File: config.mk
export PLATFORM = sky130hd
export DESIGN_NAME = work_break_interval_timer_top_flat
export DESIGN_NICKNAME = d
export VERILOG_FILES = /design/src/wbit_pkg.sv /design/src/wbit_if.sv /design/src/wbit_cfg.sv /design/src/wbit_ctrl.sv /design/src/wbit_fmt.sv /design/src/work_break_interval_timer_top.sv /design/src/flat_wrapper.sv
export SDC_FILE = /design/constraint.sdc
export NUM_CORES = 2
export LEC_CHECK = 0
export BUFFER_PORTS_ARGS = -buffer_cell sky130_fd_sc_hd__buf_2
export CORE_UTILIZATION = 45
export DETAILED_ROUTE_END_ITERATION = 6
export PLACE_DENSITY_LB_ADDON = 0.2
export REMOVE_ABC_BUFFERS = 1
export SETUP_SLACK_MARGIN = 0.05
export SLEW_MARGIN = 5
export SYNTH_ARGS = -nofsm -noshare
export SYNTH_HDL_FRONTEND = slang
export SYNTH_HIERARCHICAL = 1
export SYNTH_SLANG_ARGS = --single-unit
File: constraint.sdc
create_clock -name i_clk -period 16.4 [get_ports i_clk]
set_input_delay 2.46 -clock i_clk [delete_from_list [all_inputs] [get_ports i_clk]]
set_output_delay 2.46 -clock i_clk [all_outputs]
set_load 0.1 [all_outputs]
File: src/wbit_pkg.sv
package wbit_pkg;

    localparam int PAGES  = 3;
    localparam int PAGE_W = 2;

    localparam int CFG_IDX_W  = 3;
    localparam int CFG_DATA_W = 16;

    localparam int FMT_STAGES = 5;

    localparam logic [CFG_IDX_W-1:0] REG_HOLD_MS      = 3'd0;
    localparam logic [CFG_IDX_W-1:0] REG_MAX_MINUTES  = 3'd1;
    localparam logic [CFG_IDX_W-1:0] REG_WORK_STEP    = 3'd2;
    localparam logic [CFG_IDX_W-1:0] REG_BREAK_STEP   = 3'd3;
    localparam logic [CFG_IDX_W-1:0] REG_BEEP_HALF_MS = 3'd4;
    localparam logic [CFG_IDX_W-1:0] REG_BEEP_TOTAL   = 3'd5;

    localparam logic [15:0] RST_HOLD_MS      = 16'd1000;
    localparam logic [7:0]  RST_MAX_MINUTES  = 8'd180;
    localparam logic [7:0]  RST_WORK_STEP    = 8'd10;
    localparam logic [7:0]  RST_BREAK_STEP   = 8'd5;
    localparam logic [15:0] RST_BEEP_HALF_MS = 16'd500;
    localparam logic [3:0]  RST_BEEP_TOTAL   = 4'd3;

    localparam logic [2:0] MODE_SET_WORK  = 3'd0;
    localparam logic [2:0] MODE_SET_BREAK = 3'd1;
    localparam logic [2:0] MODE_WORK_RUN  = 3'd2;
    localparam logic [2:0] MODE_BREAK_RUN = 3'd3;
    localparam logic [2:0] MODE_ALERT     = 3'd4;

    localparam logic [23:0] MS_PER_MIN  = 24'd60000;
    localparam logic [13:0] SEC_PER_MIN = 14'd60;
    // floor(x / 1000) = (x * RECIP_1000) >> 34 for x < 2^24
    localparam logic [24:0] RECIP_1000  = 25'd17179870;
    // floor(x / 60) = (x * RECIP_60) >> 24 for x < 2^14
    localparam logic [18:0] RECIP_60    = 19'd279621;

    typedef enum logic [4:0] {
        PH_SET_WORK  = 5'b00001,
        PH_SET_BREAK = 5'b00010,
        PH_WORK_RUN  = 5'b00100,
        PH_BREAK_RUN = 5'b01000,
        PH_ALERT     = 5'b10000
    } t_phase;

    typedef struct packed {
        logic [15:0] hold_ms;
        logic [7:0]  max_minutes;
        logic [7:0]  work_step;
        logic [7:0]  break_step;
        logic [15:0] beep_half_ms;
        logic [3:0]  beep_total;
    } t_cfg;

    typedef struct packed {
        logic [PAGE_W-1:0] page;
        t_phase            phase;
        logic              buzzer;
        logic [7:0]        work_minutes;
        logic [7:0]        rest_minutes;
    } t_info;

    typedef struct packed {
        t_info       info;
        logic [7:0]  run_len;
        logic [31:0] diff_ms;
    } t_snap;

    function automatic logic [7:0] set_step(input logic [7:0] len, input logic [7:0] step,
                                            input logic [7:0] max_len);
        logic [8:0] sum;
        sum = {1'b0, len} + {1'b0, step};
        return (sum > {1'b0, max_len}) ? 8'd0 : sum[7:0];
    endfunction

endpackage

File: src/wbit_if.sv
interface wbit_in_if;
    logic        valid;
    logic        ready;
    logic [31:0] now_ms;
    logic        select_button;
    logic        page_button;

    modport source (output valid, output now_ms, output select_button, output page_button,
                    input ready);
    modport sink   (input valid, input now_ms, input select_button, input page_button,
                    output ready);
endinterface

interface wbit_out_if;
    logic                       valid;
    logic                       ready;
    logic [wbit_pkg::PAGE_W-1:0] page;
    logic [2:0]                 mode;
    logic                       buzzer;
    logic [7:0]                 work_minutes;
    logic [7:0]                 rest_minutes;
    logic [7:0]                 left_minutes;
    logic [5:0]                 left_seconds;

    modport source (output valid, output page, output mode, output buzzer,
                    output work_minutes, output rest_minutes, output left_minutes,
                    output left_seconds, input ready);
    modport sink   (input valid, input page, input mode, input buzzer,
                    input work_minutes, input rest_minutes, input left_minutes,
                    input left_seconds, output ready);
endinterface

interface wbit_cfg_if;
    logic                            valid;
    logic                            ready;
    logic [wbit_pkg::CFG_IDX_W-1:0]  index;
    logic [wbit_pkg::CFG_DATA_W-1:0] data;

    modport source (output valid, output index, output data, input ready);
    modport sink   (input valid, input index, input data, output ready);
endinterface

File: src/wbit_cfg.sv
module wbit_cfg (
    input  logic           i_clk,
    input  logic           i_rst_n,
    wbit_cfg_if.sink       i_cfg,
    output wbit_pkg::t_cfg o_cfg
);

    wbit_pkg::t_cfg r_cfg;

    assign i_cfg.ready = 1'b1;
    assign o_cfg       = r_cfg;

    always_ff @(posedge i_clk) begin
        if (!i_rst_n) begin
            r_cfg.hold_ms      <= wbit_pkg::RST_HOLD_MS;
            r_cfg.max_minutes  <= wbit_pkg::RST_MAX_MINUTES;
            r_cfg.work_step    <= wbit_pkg::RST_WORK_STEP;
            r_cfg.break_step   <= wbit_pkg::RST_BREAK_STEP;
            r_cfg.beep_half_ms <= wbit_pkg::RST_BEEP_HALF_MS;
            r_cfg.beep_total   <= wbit_pkg::RST_BEEP_TOTAL;
        end else if (i_cfg.valid) begin
            unique case (i_cfg.index)
                wbit_pkg::REG_HOLD_MS:      r_cfg.hold_ms      <= i_cfg.data;
                wbit_pkg::REG_MAX_MINUTES:  r_cfg.max_minutes  <= i_cfg.data[7:0];
                wbit_pkg::REG_WORK_STEP:    r_cfg.work_step    <= i_cfg.data[7:0];
                wbit_pkg::REG_BREAK_STEP:   r_cfg.break_step   <= i_cfg.data[7:0];
                wbit_pkg::REG_BEEP_HALF_MS: r_cfg.beep_half_ms <= i_cfg.data;
                wbit_pkg::REG_BEEP_TOTAL:   r_cfg.beep_total   <= i_cfg.data[3:0];
                default: ;
            endcase
        end
    end

endmodule

File: src/wbit_ctrl.sv
module wbit_ctrl (
    input  logic            i_clk,
    input  logic            i_rst_n,
    input  logic            i_take,
    input  wbit_pkg::t_cfg  i_cfg,
    input  logic [31:0]     i_now_ms,
    input  logic            i_select_button,
    input  logic            i_page_button,
    output wbit_pkg::t_snap o_snap
);

    logic [wbit_pkg::PAGE_W-1:0] r_page, n_page;
    wbit_pkg::t_phase            r_phase, n_phase;
    logic [7:0]                  r_work, n_work;
    logic [7:0]                  r_rest, n_rest;
    logic [31:0]                 r_phase_start, n_phase_start;
    logic [31:0]                 r_press_start, n_press_start;
    logic [31:0]                 r_beep_start, n_beep_start;
    logic                        r_prev_sel, r_prev_page;
    logic [3:0]                  r_beep_count, n_beep_count;
    logic                        r_buzz, n_buzz;
    logic                        r_alert_begun, n_alert_begun;

    logic        rise, fall;
    logic [31:0] press_dur;
    logic [31:0] phase_dur;
    logic [7:0]  cur_len;
    logic [23:0] run_lim;

    assign rise      = i_select_button & ~r_prev_sel;
    assign fall      = ~i_select_button & r_prev_sel;
    assign press_dur = i_now_ms - r_press_start;
    assign phase_dur = i_now_ms - r_phase_start;
    assign cur_len   = (r_phase == wbit_pkg::PH_WORK_RUN) ? r_work : r_rest;
    assign run_lim   = {16'd0, cur_len} * wbit_pkg::MS_PER_MIN;

    always_comb begin
        n_page        = r_page;
        n_phase       = r_phase;
        n_work        = r_work;
        n_rest        = r_rest;
        n_phase_start = r_phase_start;
        n_press_start = r_press_start;
        n_beep_start  = r_beep_start;
        n_beep_count  = r_beep_count;
        n_buzz        = r_buzz;
        n_alert_begun = r_alert_begun;

        if (i_page_button && !r_prev_page) begin
            n_page = (r_page == wbit_pkg::PAGE_W'(wbit_pkg::PAGES - 1)) ? '0 : r_page + 1'b1;
        end

        if (n_page == '0) begin
            unique case (r_phase)
                wbit_pkg::PH_SET_WORK, wbit_pkg::PH_SET_BREAK: begin
                    if (rise) begin
                        n_press_start = i_now_ms;
                    end
                    if (fall) begin
                        if (press_dur <= {16'd0, i_cfg.hold_ms}) begin
                            if (r_phase == wbit_pkg::PH_SET_WORK) begin
                                n_work = wbit_pkg::set_step(r_work, i_cfg.work_step,
                                                            i_cfg.max_minutes);
                            end else begin
                                n_rest = wbit_pkg::set_step(r_rest, i_cfg.break_step,
                                                            i_cfg.max_minutes);
                            end
                        end else begin
                            n_phase_start = i_now_ms;
                            n_phase = (r_phase == wbit_pkg::PH_SET_WORK) ?
                                      wbit_pkg::PH_SET_BREAK : wbit_pkg::PH_WORK_RUN;
                        end
                    end
                end
                wbit_pkg::PH_WORK_RUN, wbit_pkg::PH_BREAK_RUN: begin
                    if (phase_dur >= {8'd0, run_lim}) begin
                        if (r_phase == wbit_pkg::PH_WORK_RUN) begin
                            n_work        = '0;
                            n_phase_start = i_now_ms;
                            n_phase       = wbit_pkg::PH_BREAK_RUN;
                        end else begin
                            n_rest        = '0;
                            n_phase_start = '0;
                            n_phase       = wbit_pkg::PH_ALERT;
                        end
                    end
                    if (rise) begin
                        n_press_start = i_now_ms;
                    end
                    if (fall && press_dur >= {16'd0, i_cfg.hold_ms}) begin
                        n_alert_begun = 1'b0;
                        n_work        = '0;
                        n_rest        = '0;
                        n_phase       = wbit_pkg::PH_SET_WORK;
                    end
                end
                wbit_pkg::PH_ALERT: begin
                    if (!r_alert_begun) begin
                        n_alert_begun = 1'b1;
                        n_beep_start  = i_now_ms;
                        n_beep_count  = '0;
                        n_buzz        = 1'b1;
                    end
                    if ((i_now_ms - n_beep_start) >= {16'd0, i_cfg.beep_half_ms}) begin
                        n_beep_start = i_now_ms;
                        if (n_buzz) begin
                            n_buzz       = 1'b0;
                            n_beep_count = n_beep_count + 1'b1;
                        end else begin
                            n_buzz = 1'b1;
                        end
                    end
                    if (n_beep_count >= i_cfg.beep_total) begin
                        n_buzz        = 1'b0;
                        n_beep_count  = '0;
                        n_alert_begun = 1'b0;
                        n_phase       = wbit_pkg::PH_SET_WORK;
                    end
                end
                default: ;
            endcase
        end
    end

    always_comb begin
        o_snap.info.page         = n_page;
        o_snap.info.phase        = n_phase;
        o_snap.info.buzzer       = n_buzz;
        o_snap.info.work_minutes = n_work;
        o_snap.info.rest_minutes = n_rest;
        o_snap.diff_ms           = i_now_ms - n_phase_start;
        priority case (1'b1)
            n_phase == wbit_pkg::PH_WORK_RUN:  o_snap.run_len = n_work;
            n_phase == wbit_pkg::PH_BREAK_RUN: o_snap.run_len = n_rest;
            default:                           o_snap.run_len = '0;
        endcase
    end

    always_ff @(posedge i_clk) begin
        if (!i_rst_n) begin
            r_page        <= '0;
            r_phase       <= wbit_pkg::PH_SET_WORK;
            r_work        <= '0;
            r_rest        <= '0;
            r_phase_start <= '0;
            r_press_start <= '0;
            r_beep_start  <= '0;
            r_prev_sel    <= 1'b0;
            r_prev_page   <= 1'b0;
            r_beep_count  <= '0;
            r_buzz        <= 1'b0;
            r_alert_begun <= 1'b0;
        end else if (i_take) begin
            r_page        <= n_page;
            r_phase       <= n_phase;
            r_work        <= n_work;
            r_rest        <= n_rest;
            r_phase_start <= n_phase_start;
            r_press_start <= n_press_start;
            r_beep_start  <= n_beep_start;
            r_prev_sel    <= i_select_button;
            r_prev_page   <= i_page_button;
            r_beep_count  <= n_beep_count;
            r_buzz        <= n_buzz;
            r_alert_begun <= n_alert_begun;
        end
    end

`ifndef ASSERT_OFF
    a_buzz_only_in_alert: assert property (@(posedge i_clk) disable iff (!i_rst_n)
        r_buzz |-> r_phase == wbit_pkg::PH_ALERT)
        else $error("buzzer on outside alert");

    a_page_range: assert property (@(posedge i_clk) disable iff (!i_rst_n)
        i_take |=> r_page <= wbit_pkg::PAGE_W'(wbit_pkg::PAGES - 1))
        else $error("page counter out of range");

    a_frozen_off_page: assert property (@(posedge i_clk) disable iff (!i_rst_n)
        (i_take && n_page != '0) |=> $stable(r_phase) && $stable(r_work) && $stable(r_rest))
        else $error("timer moved on another page");
`endif

endmodule

File: src/wbit_fmt.sv
module wbit_fmt (
    input  logic            i_clk,
    input  logic            i_rst_n,
    input  logic            i_take,
    input  wbit_pkg::t_snap i_snap,
    output logic            o_adv,
    wbit_out_if.source      o_out
);

    logic [wbit_pkg::FMT_STAGES-1:0] r_v;
    logic [wbit_pkg::FMT_STAGES-1:0] en;

    wbit_pkg::t_snap r_s0;

    wbit_pkg::t_info r_i1;
    logic            r_exp1;
    logic [13:0]     r_total1;
    logic [23:0]     r_d1;
    logic [7:0]      r_len1;

    wbit_pkg::t_info r_i2;
    logic            r_exp2;
    logic [13:0]     r_total2;
    logic [14:0]     r_el2;

    wbit_pkg::t_info r_i3;
    logic [13:0]     r_rem3;
    logic [7:0]      r_q3;

    wbit_pkg::t_info r_i4;
    logic [7:0]      r_lm4;
    logic [5:0]      r_ls4;

    logic [23:0] lim0;
    logic [48:0] prod_el;
    logic [13:0] rem2;
    logic [32:0] prod_q;
    logic [13:0] q_times_60;
    logic        run3;

    assign en[wbit_pkg::FMT_STAGES-1] = ~r_v[wbit_pkg::FMT_STAGES-1] | o_out.ready;
    for (genvar k = 0; k < wbit_pkg::FMT_STAGES - 1; k++) begin : g_en
        assign en[k] = ~r_v[k] | en[k+1];
    end
    assign o_adv = en[0];

    assign lim0       = {16'd0, r_s0.run_len} * wbit_pkg::MS_PER_MIN;
    assign prod_el    = 49'(r_d1) * 49'(wbit_pkg::RECIP_1000);
    assign rem2       = r_exp2 ? 14'd0 : r_total2 - r_el2[13:0];
    assign prod_q     = 33'(rem2) * 33'(wbit_pkg::RECIP_60);
    assign q_times_60 = 14'(r_q3) * wbit_pkg::SEC_PER_MIN;
    assign run3       = (r_i3.phase == wbit_pkg::PH_WORK_RUN) ||
                        (r_i3.phase == wbit_pkg::PH_BREAK_RUN);

    function automatic logic [2:0] mode_code(input wbit_pkg::t_phase ph);
        unique case (ph)
            wbit_pkg::PH_SET_WORK:  return wbit_pkg::MODE_SET_WORK;
            wbit_pkg::PH_SET_BREAK: return wbit_pkg::MODE_SET_BREAK;
            wbit_pkg::PH_WORK_RUN:  return wbit_pkg::MODE_WORK_RUN;
            wbit_pkg::PH_BREAK_RUN: return wbit_pkg::MODE_BREAK_RUN;
            wbit_pkg::PH_ALERT:     return wbit_pkg::MODE_ALERT;
            default:                return wbit_pkg::MODE_SET_WORK;
        endcase
    endfunction

    always_ff @(posedge i_clk) begin
        if (!i_rst_n) begin
            r_v <= '0;
        end else begin
            if (en[0]) r_v[0] <= i_take;
            for (int k = 1; k < wbit_pkg::FMT_STAGES; k++) begin
                if (en[k]) r_v[k] <= r_v[k-1];
            end
        end
    end

    always_ff @(posedge i_clk) begin
        if (en[0]) begin
            r_s0 <= i_snap;
        end
        if (en[1]) begin
            r_i1     <= r_s0.info;
            r_exp1   <= r_s0.diff_ms >= {8'd0, lim0};
            r_total1 <= 14'(r_s0.run_len) * wbit_pkg::SEC_PER_MIN;
            r_d1     <= r_s0.diff_ms[23:0];
            r_len1   <= r_s0.run_len;
        end
        if (en[2]) begin
            r_i2     <= r_i1;
            r_exp2   <= r_exp1 | (r_len1 == 8'd0);
            r_total2 <= r_total1;
            r_el2    <= prod_el[48:34];
        end
        if (en[3]) begin
            r_i3   <= r_i2;
            r_rem3 <= rem2;
            r_q3   <= prod_q[31:24];
        end
        if (en[4]) begin
            r_i4 <= r_i3;
            priority case (1'b1)
                r_i3.phase == wbit_pkg::PH_SET_WORK:  r_lm4 <= r_i3.work_minutes;
                r_i3.phase == wbit_pkg::PH_SET_BREAK: r_lm4 <= r_i3.rest_minutes;
                run3:                                 r_lm4 <= r_q3;
                default:                              r_lm4 <= '0;
            endcase
            r_ls4 <= run3 ? 6'(r_rem3 - q_times_60) : 6'd0;
        end
    end

    assign o_out.valid        = r_v[wbit_pkg::FMT_STAGES-1];
    assign o_out.page         = r_i4.page;
    assign o_out.mode         = mode_code(r_i4.phase);
    assign o_out.buzzer       = r_i4.buzzer;
    assign o_out.work_minutes = r_i4.work_minutes;
    assign o_out.rest_minutes = r_i4.rest_minutes;
    assign o_out.left_minutes = r_lm4;
    assign o_out.left_seconds = r_ls4;

`ifndef ASSERT_OFF
    a_sec_range: assert property (@(posedge i_clk) disable iff (!i_rst_n)
        o_out.valid |-> o_out.left_seconds < 6'd60)
        else $error("seconds out of range");

    a_sec_zero_idle: assert property (@(posedge i_clk) disable iff (!i_rst_n)
        (o_out.valid && o_out.mode != wbit_pkg::MODE_WORK_RUN &&
         o_out.mode != wbit_pkg::MODE_BREAK_RUN) |-> o_out.left_seconds == 6'd0)
        else $error("seconds shown outside a run");

    a_pipe_hold: assert property (@(posedge i_clk) disable iff (!i_rst_n)
        (r_v[wbit_pkg::FMT_STAGES-1] && !o_out.ready && r_v[wbit_pkg::FMT_STAGES-2])
        |=> r_v[wbit_pkg::FMT_STAGES-2])
        else $error("stage dropped a beat under stall");
`endif

endmodule

File: src/work_break_interval_timer_top.sv
// Channel   Role   Beat contents
// i_in      sink   now_ms, select_button, page_button
// o_out     source page, mode, buzzer, work_minutes, rest_minutes, left_minutes, left_seconds
// i_cfg     sink   index, data (register write, always ready)
//
// One poll per clock while i_in.ready is high. The timer state updates at the edge that
// takes the poll; the time readout runs through a five-register formatting pipeline (divide
// by 1000 and by 60 as reciprocal multiplies); o_out.valid rises as the last stage fills.
// A stage holds only while it and every stage after it are full and o_out.ready is
// low, so i_in.ready drops once all five are full and o_out.ready is low.
// Synchronous active-low reset clears timer state, valid bits and restores register
// defaults; no clearing pass.
module work_break_interval_timer_top (
    input  logic       i_clk,
    input  logic       i_rst_n,
    wbit_in_if.sink    i_in,
    wbit_out_if.source o_out,
    wbit_cfg_if.sink   i_cfg
);

    wbit_pkg::t_cfg  cfg;
    wbit_pkg::t_snap snap;
    logic            adv;
    logic            take;

    assign take       = i_in.valid & adv;
    assign i_in.ready = adv;

    wbit_cfg u_cfg (
        .i_clk   (i_clk),
        .i_rst_n (i_rst_n),
        .i_cfg   (i_cfg),
        .o_cfg   (cfg)
    );

    wbit_ctrl u_ctrl (
        .i_clk           (i_clk),
        .i_rst_n         (i_rst_n),
        .i_take          (take),
        .i_cfg           (cfg),
        .i_now_ms        (i_in.now_ms),
        .i_select_button (i_in.select_button),
        .i_page_button   (i_in.page_button),
        .o_snap          (snap)
    );

    wbit_fmt u_fmt (
        .i_clk   (i_clk),
        .i_rst_n (i_rst_n),
        .i_take  (take),
        .i_snap  (snap),
        .o_adv   (adv),
        .o_out   (o_out)
    );

endmodule
File: src/flat_wrapper.sv
// flat-port wrapper written by rule: the top's interface ports become plain ports
module work_break_interval_timer_top_flat 
  (i_clk, i_rst_n, i_in_valid, i_in_now_ms, i_in_select_button, i_in_page_button, i_in_ready, o_out_valid, o_out_page, o_out_mode, o_out_buzzer, o_out_work_minutes, o_out_rest_minutes, o_out_left_minutes, o_out_left_seconds, o_out_ready, i_cfg_valid, i_cfg_index, i_cfg_data, i_cfg_ready);
  wbit_in_if i_in_i ();
  wbit_out_if o_out_i ();
  wbit_cfg_if i_cfg_i ();
  input  logic i_clk;
  input  logic i_rst_n;
  input wire logic [$bits(i_in_i.valid)-1:0] i_in_valid;
  input wire logic [$bits(i_in_i.now_ms)-1:0] i_in_now_ms;
  input wire logic [$bits(i_in_i.select_button)-1:0] i_in_select_button;
  input wire logic [$bits(i_in_i.page_button)-1:0] i_in_page_button;
  output wire logic [$bits(i_in_i.ready)-1:0] i_in_ready;
  output wire logic [$bits(o_out_i.valid)-1:0] o_out_valid;
  output wire logic [$bits(o_out_i.page)-1:0] o_out_page;
  output wire logic [$bits(o_out_i.mode)-1:0] o_out_mode;
  output wire logic [$bits(o_out_i.buzzer)-1:0] o_out_buzzer;
  output wire logic [$bits(o_out_i.work_minutes)-1:0] o_out_work_minutes;
  output wire logic [$bits(o_out_i.rest_minutes)-1:0] o_out_rest_minutes;
  output wire logic [$bits(o_out_i.left_minutes)-1:0] o_out_left_minutes;
  output wire logic [$bits(o_out_i.left_seconds)-1:0] o_out_left_seconds;
  input wire logic [$bits(o_out_i.ready)-1:0] o_out_ready;
  input wire logic [$bits(i_cfg_i.valid)-1:0] i_cfg_valid;
  input wire logic [$bits(i_cfg_i.index)-1:0] i_cfg_index;
  input wire logic [$bits(i_cfg_i.data)-1:0] i_cfg_data;
  output wire logic [$bits(i_cfg_i.ready)-1:0] i_cfg_ready;
  assign i_in_i.valid = i_in_valid;
  assign i_in_i.now_ms = i_in_now_ms;
  assign i_in_i.select_button = i_in_select_button;
  assign i_in_i.page_button = i_in_page_button;
  assign i_in_ready = i_in_i.ready;
  assign o_out_valid = o_out_i.valid;
  assign o_out_page = o_out_i.page;
  assign o_out_mode = o_out_i.mode;
  assign o_out_buzzer = o_out_i.buzzer;
  assign o_out_work_minutes = o_out_i.work_minutes;
  assign o_out_rest_minutes = o_out_i.rest_minutes;
  assign o_out_left_minutes = o_out_i.left_minutes;
  assign o_out_left_seconds = o_out_i.left_seconds;
  assign o_out_i.ready = o_out_ready;
  assign i_cfg_i.valid = i_cfg_valid;
  assign i_cfg_i.index = i_cfg_index;
  assign i_cfg_i.data = i_cfg_data;
  assign i_cfg_ready = i_cfg_i.ready;
  work_break_interval_timer_top u_core (.i_clk(i_clk), .i_rst_n(i_rst_n), .i_in(i_in_i), .o_out(o_out_i), .i_cfg(i_cfg_i));
endmodule
==> impl_metrics.env <==
export IMPL_slew_violations=0
export IMPL_synth_area_mm2=0.0423
export IMPL_avgSynthCellArea_um2=9.72
export IMPL_io_buffers=95
export IMPL_final_nets=5410
export IMPL_synth_edf_count=259
export IMPL_clock_latency_ns=0.66
export IMPL_maxCapViolations=0
export IMPL_yosysUniqueCellTypes=124
export IMPL_core_area_mm2=0.0932
export IMPL_grt_pass1_wl_mm=164
export IMPL_ctsHoldBuffers=0
export IMPL_skew_ns=0.0316
export IMPL_crit_arrival_ns=11.99
export IMPL_cts_tree="built"
export IMPL_period_needed_ns=11.61
export IMPL_clock_sinks=451
export IMPL_num_io_pins=97
export IMPL_grt_usage_pct=21.9
export IMPL_drtPass1Iterations=7
export IMPL_clockBufferDepth=3
export IMPL_cts_setup_buffers=0
export IMPL_worst_path_buf_inv=4
export IMPL_finalCritPeriodShare_pct=70.8
export IMPL_setup_viol=0
export IMPL_crit_fanout=26
export IMPL_fin_area_mm2=0.0457
export IMPL_vias=30531
export IMPL_path_delay_family="compound AO/OA/AOI/OAI gates"
export IMPL_tns_ns=0
export IMPL_initial_utilization_pct=45.4
export IMPL_die_h_um=308
export IMPL_dp_hpwl_mm=81.4
export IMPL_routabilityCongestion=0.945
export IMPL_ys_flop_type="edfxtp_1"
export IMPL_ctsResizeCount=0
export IMPL_max_freq_mhz=86.1
export IMPL_ys_ff_latch=451
export IMPL_antenna_diode_count=0
export IMPL_antenna_found_initial=1
export IMPL_grt_setup_unrepaired="no"
export IMPL_dieArea_mm2=0.0952
export IMPL_clk_pin_slew_worst_paths_ns=0.06
export IMPL_layout_drive_gt1_share_pct=6.88
export IMPL_path_class="reg2reg"
export IMPL_initialDrtViolationCount=1900
export IMPL_avgViaCountPerCell=5.37
export IMPL_syn_inst=4347
export IMPL_finalHoldViolCount=0
export IMPL_numCtsBuffers=53
export IMPL_die_w_um=308
export IMPL_htreeDepth=2
export IMPL_async_flop_share_pct=0
export IMPL_cp_end_kind="flip-flop"
export IMPL_root_buffer="clkbuf_16"
export IMPL_hp_class="reg2reg"
export IMPL_maxSlewHeadroom_pct=15.7
export IMPL_cp_slowest_stage_delay_ns=0.50
export IMPL_wl_mm=102
export IMPL_critical_path_startpoint_type="flip-flop"
export IMPL_yosysSeqAreaShare_pct=27.5
export IMPL_required_ns=16.78
export IMPL_path_common_cell="o21ai_0"
export IMPL_grt_max_degree=93
export IMPL_antenna_left=0
export IMPL_area_growth_pct=8.04
export IMPL_drc=0
export IMPL_wire_per_inst_um=18.0
export IMPL_place_area_mm2=0.0439
export IMPL_ys_warn_count=6
export IMPL_status="finished, final reports clean"
export IMPL_grt_pass1_vias=30137
export IMPL_worst_pin_slew_ns=1.26
export IMPL_crit_path_top_delay_cell="fa_1"
export IMPL_gr_total_overflow=0
export IMPL_rows=112
[routing by layer]
| layer | part of all wire, % | wire length, um | GRT usage [%] | up-vias |
|---|---|---|---|---|
| met4 | 3.3 | 3430 | 7.58 | 2 |
| met2 | 47 | 47800 | 36.8 | 573 |
| li1 | - | - | - | 15276 |
| met1 | 46 | 46800 | 29.1 | 14522 |
| met5 | 0.018 | 18 | 0 | - |
| met3 | 4.2 | 4260 | 2.58 | 158 |
[Yosys cell counts (41+ instances only)]
cell type / number / share of area, %
dfxtp_1: 192 / 9.1
a21oi_1: 280 / 3.3
inv_1: 651 / 5.8
clkbuf_1: 71 / 0.63
nand2b_1: 43 / 0.64
nand4_1: 41 / 0.61
mux2i_1: 100 / 2.4
o21a_1: 54 / 0.96
edfxtp_1: 259 / 18
a21o_1: 88 / 1.6
nor2b_1: 69 / 1.0
fa_1: 255 / 12
nand2_1: 308 / 2.7
nor2_1: 165 / 1.5
o21ai_0: 179 / 2.1
nand3_1: 89 / 1.1
xor2_1: 53 / 1.1
ha_1: 708 / 21
nor3_1: 51 / 0.60
xnor2_1: 134 / 2.8
[worst register-to-register path, delay by kind of cell, from the launching register on]
| kind | cells | cell delay, ns |
|---|---|---|
| compound gates | 24 | 5.02 |
| simple gates | 10 | 2.07 |
| xor+xnor | 3 | 0.64 |
| mux | 1 | 0.39 |
| flops | 1 | 0.39 |
| buf+inv | 4 | 0.79 |
| fa+ha+maj | 6 | 2.09 |
[registers in the layout (all words and copies together), names as in the netlist, 6 cells and up]
signal / count
u_core/u_fmt/r_i2: 24
u_core/u_fmt/r_el2: 14
u_core/u_cfg/o_cfg: 60
u_core/u_fmt/o_out.work_minutes: 8
u_core/u_fmt/o_out.rest_minutes: 8
u_core/u_fmt/r_q3: 8
u_core/u_fmt/o_out.left_seconds: 6
u_core/u_ctrl/r_work: 8
u_core/u_fmt/r_total2: 12
u_core/u_fmt/r_len1: 8
u_core/u_fmt/r_i1: 24
u_core/u_fmt/r_d1: 24
u_core/u_ctrl/r_press_start: 32
u_core/u_ctrl/r_beep_start: 32
u_core/u_fmt/r_i3: 24
u_core/u_ctrl/r_rest: 8
u_core/u_fmt/o_out.left_minutes: 8
u_core/u_fmt/r_total1: 11
u_core/u_fmt/r_s0: 64
u_core/u_ctrl/r_phase_start: 32
u_core/u_fmt/r_rem3: 6
[metrics by stage]
stage / instances / hold WS (ns) / setup WS [ns] / util (%)
floorplan: 4217 / 0.400 / 6.01 / -
global placement: 5588 / 0.400 / 5.17 / 47.1
detailed placement: 5588 / 0.405 / 5.04 / 47.1
CTS: 5686 / 0.415 / 4.88 / 49.0
global route: 5686 / 0.416 / 3.60 / 49.0
finish: 5686 / 0.414 / 4.79 / 49.0
[layout make-up]
| class | count | area [um2] |
|---|---|---|
| Clock buffer | 63 | 1390 |
| Clock inverter | 35 | 408 |
| Fill cell | 8738 | 47500 |
| Inverter | 652 | 2450 |
| Multi-Input combinational cell | 3114 | 27600 |
| Sequential cell | 451 | 11600 |
| Tap cell | 1254 | 1570 |
| Timing Repair Buffer | 117 | 647 |
[logic make-up (layout without fill, tap and decap cells)]
kind of cell             count (synthesis)  after routing  share of synthesized area, %
AO/OA/AOI/OAI                          930            930                          14.5
XOR/XNOR                               188            188                          3.93
adder cells (fa/ha/maj)                963            963                          33.0
buffers and inverters                  782            867                          7.40
flip-flops                             451            451                          27.5
multiplexers                           104            104                          2.48
other                                    1              1                       0.00887
AND/OR/NAND/NOR                        928            928                          11.1
[layout by cell type (no fill, tap or decap), drive strengths merged, types with 12 or more instances in the layout]
cell       n
ha       708
inv      659
nand2    308
a21oi    290
edfxtp   259
fa       255
dfxtp    192
o21ai    191
nor2     165
xnor2    134
buf      117
mux2i    101
nand3     91
a21o      90
nor2b     70
clkbuf    63
o21a      54
xor2      53
nor3      52
a22oi     45
nand2b    43
nand4     42
a211oi    39
o21bai    35
o211ai    23
a31oi     22
and3      22
or3       21
and2      20
clkinv    17
nor4      16
o31ai     15
or2       15
a2111oi   14
nand3b    13
or4       12
[final timing paths]
check	start	to	slack, ns	cells past startpoint
setup reg to reg	u_core/u_ctrl/r_phase[0]	u_core/u_fmt/r_s0[31]	4.79	48
hold reg to reg	u_core/u_fmt/r_total1[6]	u_core/u_fmt/r_total2[6]	0.41	0
setup / recovery	u_core/u_ctrl/r_phase[0]	u_core/u_fmt/r_s0[31]	4.79	48
hold / removal	u_core/u_fmt/r_total1[6]	u_core/u_fmt/r_total2[6]	0.41	0
Power is not shown: default switching activity piles up to over one toggle a cycle in this logic, so the estimate is an artifact.
